### src/hw/rtl/sh256_pkg.sv
// Shabal-256 package: initial vectors, controller types, command/status structs.
// No dependencies.
package sh256_pkg;

  localparam logic [31:0] A_INIT [12] = '{
    32'h52F84552, 32'hE54B7999, 32'h2D8EE3EC, 32'hB9645191,
    32'hE0078B86, 32'hBB7C44C9, 32'hD2B5C1CA, 32'hB0D2EB8C,
    32'h14CE5A45, 32'h22AF50DC, 32'hEFFDBC6B, 32'hEB21B74A};
  localparam logic [31:0] B_INIT [16] = '{
    32'hB555C6EE, 32'h3E710596, 32'hA72A652F, 32'h9301515F,
    32'hDA28C1FA, 32'h696FD868, 32'h9CB6BF72, 32'h0AFE4002,
    32'hA6E03615, 32'h5138C1D4, 32'hBE216306, 32'hB38B8890,
    32'h3EA8B96B, 32'h3299ACE4, 32'h30924DD4, 32'h55CB34A5};
  localparam logic [31:0] C_INIT [16] = '{
    32'hB405F031, 32'hC4233EBA, 32'hB3733979, 32'hC0DD9D55,
    32'hC51C28AE, 32'hA327B8E1, 32'h56C56167, 32'hED614433,
    32'h88B59D60, 32'h60E2CEBA, 32'h758B4B8B, 32'h83E82A7F,
    32'hBC968828, 32'hE6E00BF7, 32'hBA839E55, 32'h9B491C60};

  localparam int unsigned NSTEP = 48;

  typedef enum logic [3:0] {
    ST_LOAD,    // collecting message words
    ST_PRE,     // B += M, A ^= W, rotate B
    ST_STEP,    // one permutation step per cycle
    ST_ADDC,    // A += C words
    ST_FIN,     // ordinary block: C -= M, swap, W++
    ST_TSWAP,   // final rounds: swap, A ^= W, rotate B
    ST_OUT,     // present digest words
    ST_INIT     // back to initial vectors
  } sh_state_t;

  typedef struct packed {
    logic load;     // store message word
    logic pre;
    logic step;
    logic addc;
    logic fin;
    logic tswap;
    logic init;
  } sh_cmd_t;

  typedef struct packed {
    logic [5:0] step_idx;
  } sh_sts_t;

endpackage

### src/hw/rtl/sh256_ctrl.sv
// Shabal-256 controller: block sequencing and output handshake.
// Depends on sh256_pkg.
module sh256_ctrl import sh256_pkg::*; (
  input  logic       clk,
  input  logic       rst_n,
  input  logic       in_valid,
  input  logic       in_mode,
  output logic       in_stall,
  output logic       out_valid,
  input  logic       out_stall,
  output sh_cmd_t    cmd,
  output logic [3:0] wpos,
  output logic [5:0] step,
  output logic [2:0] oidx
);
  sh_state_t st_r, st_nxt;
  logic [3:0] wpos_r, wpos_nxt;
  logic [5:0] step_r, step_nxt;
  logic [2:0] oidx_r, oidx_nxt;
  logic [1:0] rnd_r, rnd_nxt;
  logic       fin_r, fin_nxt;
  logic       acc;

  assign acc  = in_valid && !in_stall;
  assign wpos = wpos_r;
  assign step = step_r;
  assign oidx = oidx_r;

  always_comb begin
    st_nxt = st_r; wpos_nxt = wpos_r; step_nxt = step_r;
    oidx_nxt = oidx_r; rnd_nxt = rnd_r; fin_nxt = fin_r;
    case (st_r)
      ST_LOAD: if (acc) begin
        wpos_nxt = wpos_r + 4'd1;
        if (wpos_r == 4'd15) begin
          st_nxt = ST_PRE; fin_nxt = in_mode; rnd_nxt = 2'd0;
        end
      end
      ST_PRE, ST_TSWAP: begin st_nxt = ST_STEP; step_nxt = 6'd0; end
      ST_STEP: begin
        step_nxt = step_r + 6'd1;
        if (step_r == 6'(NSTEP - 1)) st_nxt = ST_ADDC;
      end
      ST_ADDC:
        if (!fin_r) st_nxt = ST_FIN;
        else if (rnd_r == 2'd3) begin st_nxt = ST_OUT; oidx_nxt = 3'd0; end
        else begin st_nxt = ST_TSWAP; rnd_nxt = rnd_r + 2'd1; end
      ST_FIN:  st_nxt = ST_LOAD;
      ST_OUT: if (!out_stall) begin
        oidx_nxt = oidx_r + 3'd1;
        if (oidx_r == 3'd7) st_nxt = ST_INIT;
      end
      ST_INIT: st_nxt = ST_LOAD;
      default: st_nxt = ST_INIT;
    endcase
  end

  always_comb begin
    cmd = '0;
    in_stall = 1'b1;
    out_valid = 1'b0;
    case (st_r)
      ST_LOAD:  begin in_stall = 1'b0; cmd.load = in_valid; end
      ST_PRE:   cmd.pre = 1'b1;
      ST_STEP:  cmd.step = 1'b1;
      ST_ADDC:  cmd.addc = 1'b1;
      ST_FIN:   cmd.fin = 1'b1;
      ST_TSWAP: cmd.tswap = 1'b1;
      ST_OUT:   out_valid = 1'b1;
      ST_INIT:  cmd.init = 1'b1;
      default:  cmd = '0;
    endcase
  end

  always_ff @(posedge clk) begin
    if (!rst_n) begin
      st_r <= ST_INIT; wpos_r <= '0; step_r <= '0;
      oidx_r <= '0; rnd_r <= '0; fin_r <= 1'b0;
    end else begin
      st_r <= st_nxt; wpos_r <= wpos_nxt; step_r <= step_nxt;
      oidx_r <= oidx_nxt; rnd_r <= rnd_nxt; fin_r <= fin_nxt;
    end
  end
endmodule

### config.mk
export PLATFORM = sky130hd
export DESIGN_NAME = sh256_ctrl
export DESIGN_NICKNAME = d
export VERILOG_FILES = /design/src/hw/rtl/sh256_pkg.sv /design/src/hw/rtl/sh256_ctrl.sv
export SDC_FILE = /design/constraint.sdc
export NUM_CORES = 1
export LEC_CHECK = 0
export BUFFER_PORTS_ARGS = -buffer_cell sky130_fd_sc_hd__buf_2
export CORE_MARGIN = 2
export CORE_UTILIZATION = 30
export CTS_CLUSTER_DIAMETER = 100
export DETAILED_ROUTE_END_ITERATION = 8
export PLACE_DENSITY = 0.6
export SETUP_SLACK_MARGIN = 0.05
export SYNTH_ARGS = -nofsm -noshare
export SYNTH_HDL_FRONTEND = slang
export SYNTH_SLANG_ARGS = --single-unit
### constraint.sdc
create_clock -name clk -period 2.3 [get_ports clk]
set_input_delay 0.345 -clock clk [delete_from_list [all_inputs] [get_ports clk]]
set_output_delay 0.345 -clock clk [all_outputs]
set_load 0.05 [all_outputs]
==> metrics.txt <==
largest net degree at the start of global routing 19; minimum clock period after layout 2.07 ns; Hold Path End st_r[2]; I/O pins 27; first-pass GRT wire length 4260 microns; number of global-route vias before repair 952; Residual DRC 0; ys flop type dfxtp_1; overall power 0.839 mW; max_cap viols 0; Total Wirelength 2530 microns; die extent in x 64.5 microns; M2 GR Usage 0.229; register area 382 sq um; fin crit share 0.898; f_max 484 MHz; Netlist cell types 40; drt pass-1 iters 4; I/O Buffers 26; PostCTS Resize Cnt 0; Async SR Flop Fraction 0; met1 Track Usage GR 0.150; share of cells above drive strength 1 0.222; postcts setup bufs 0; Setup-failing EPs final 0; HPWL Detailed 1920 microns; vias per std cell 5.14; Yosys reg bits 19; met3 Resource Use GR 0.0191; HP Class input port to register; Area Overhead vs Synth 15.6%; Sink Count 19; number of flops mapped to enable cells by yosys 0; FF-to-FF End step[5]; Placer Congestion 0.845; synthesized area per cell 8.32 sq um; critical path class register to primary output; power density cells 661 mW/mm^2; CP Launch Type register; grt ovf 0; Rel. slew slack 0.623; Worst R2R Path Depth 3; All-Layer GR Usage 0.130; Root Driver clkbuf_4; RSZ-0062 raised after global routing false; Hold Crit Depth 2; CP arrival 1.72 ns; Ys Warns 0; Max Buffers Root-to-Sink 2; P_leak 0.573 nW; TritonCTS buffer count 3; Die Area 0.00416 sq mm; CP Capture Type primary output; Worst-path clk slew 0.10 ns; worst-path maximum fanout 18; Core Box Area 0.00342 sq mm; post-route cell area 0.00127 sq mm; Worst Tran Pin Value 0.564 ns; routed length per instance 12.7 microns; Synth Instances 132; hold path start rst_n; Mapped Area 0.00110 sq mm; Setup Skew 0.00624 ns; peak supply drop 0.208 mV; CTS tree done; routed vias 1022; Synth Net Count 142; worst r2r src st_r[0]; antenna violations before repair 0; sequential-to-total area share from yosys stat 0.346; DRT iter0 DRCs 36; final hold slack 0.365 ns; Hold Violations, Final 0; starting density of the core 0.322; # nets final 164; max-slew violation count 0; antenna diode count 0; fill count 354; Cell Rows 21; DP Area 0.00124 sq mm; Routed Antenna Nets 0; Hold Buf Count CTS 0; total negative setup slack 0 ns; CTS H-tree depth 1; worst skew pair latency 0.29 ns; area of the multi-input gates 637 sq um; R2R setup slack 0.54 ns; GRT busiest layer met2; CP required 1.96 ns; chip height 64.5 microns; outcome complete, no violations
area by class of cell:
cell class / count / area share
tap: 46 / 0.0453
inverter: 6 / 0.0177
timing repair buffer: 28 / 0.114
clock buffer: 4 / 0.0207
multi-input combinational: 96 / 0.501
sequential: 19 / 0.300
synth_stat cells, types with 2 or more instances:
cell type | number | area, sq um
dfxtp_1 | 19 | 380
nand2_1 | 11 | 41.3
a21oi_1 | 9 | 45.0
nor2_1 | 8 | 30.0
o21ai_0 | 8 | 40.0
nand2b_1 | 6 | 37.5
and3b_1 | 5 | 43.8
clkbuf_1 | 5 | 18.8
ha_1 | 5 | 62.6
inv_1 | 5 | 18.8
a31oi_1 | 4 | 25.0
mux2i_1 | 4 | 40.0
nand3_1 | 4 | 20.0
o211ai_1 | 4 | 30.0
or3_1 | 4 | 25.0
buf_2 | 2 | 10.0
buf_4 | 2 | 15.0
nand4_1 | 2 | 12.5
nor2b_1 | 2 | 12.5
nor4bb_1 | 2 | 20.0
o22ai_1 | 2 | 12.5
worst max-delay path by stage:
| stage | from | endpoint | depth (start not counted) |
|---|---|---|---|
| CTS | st_r[1] | cmd[4] | 3 |
| detailed placement | st_r[1] | step[5] | 3 |
| floorplan | st_r[0] | cmd[0] | 4 |
| finish | st_r[0] | cmd[6] | 2 |
| global placement | st_r[1] | step[5] | 3 |
| global route | st_r[0] | cmd[6] | 2 |
stage by stage:
step | util | instances | setup WS [ns]
final | 0.372 | 199 | 0.235
after global routing | 0.372 | 199 | 0.0966
after CTS | 0.371 | 199 | 0.134
after detailed placement | 0.364 | 195 | 0.442
after global placement | 0.364 | 195 | 0.519
after floorplan | - | 132 | 0.466
critical path, cell delays in order, from the launching register on:
cell and delay (ns):
dfxtp_1 0.50, nor4b_2 0.57, buf_2 0.37
report_power, final:
group | switching [mW] | internal (mW) | total [mW]
registers | 0.0480 | 0.347 | 0.395
logic | 0.190 | 0.0867 | 0.277
clock network | 0.100 | 0.0674 | 0.167
flip-flops by register name (all words and copies together) (netlist names):
name / flops
wpos: 4
rnd_r: 2
step: 6
st_r: 3
fin_r: 1
oidx: 3
logic make-up (layout without fill, tap and decap cells):
kind of cell,Yosys count,count (layout),synth area share
compound gates,33,33,0.185
xor+xnor,2,2,0.0159
fa+ha+maj,5,5,0.0569
buf+inv,17,38,0.0740
flops,19,19,0.346
mux,4,4,0.0364
simple gates,52,52,0.286
per-layer routing:
metal	vias up	share of wire
li1	522	-
met3	6	0.028
met1	479	0.44
met4	0	0.026
met5	-	0
met2	15	0.51
cell usage in the layout (no fill, tap or decap), drive strengths merged, types with 2 or more instances in the layout:
| cell type | instances |
|---|---|
| a21oi | 9 |
| a31oi | 4 |
| and3b | 5 |
| buf | 28 |
| clkbuf | 4 |
| dfxtp | 19 |
| ha | 5 |
| inv | 5 |
| mux2i | 4 |
| nand2 | 11 |
| nand2b | 6 |
| nand3 | 4 |
| nand4 | 2 |
| nor2 | 8 |
| nor2b | 2 |
| nor4bb | 2 |
| o211ai | 4 |
| o21ai | 8 |
| o22ai | 2 |
| or3 | 4 |
Power figures use the tool's default switching activity.
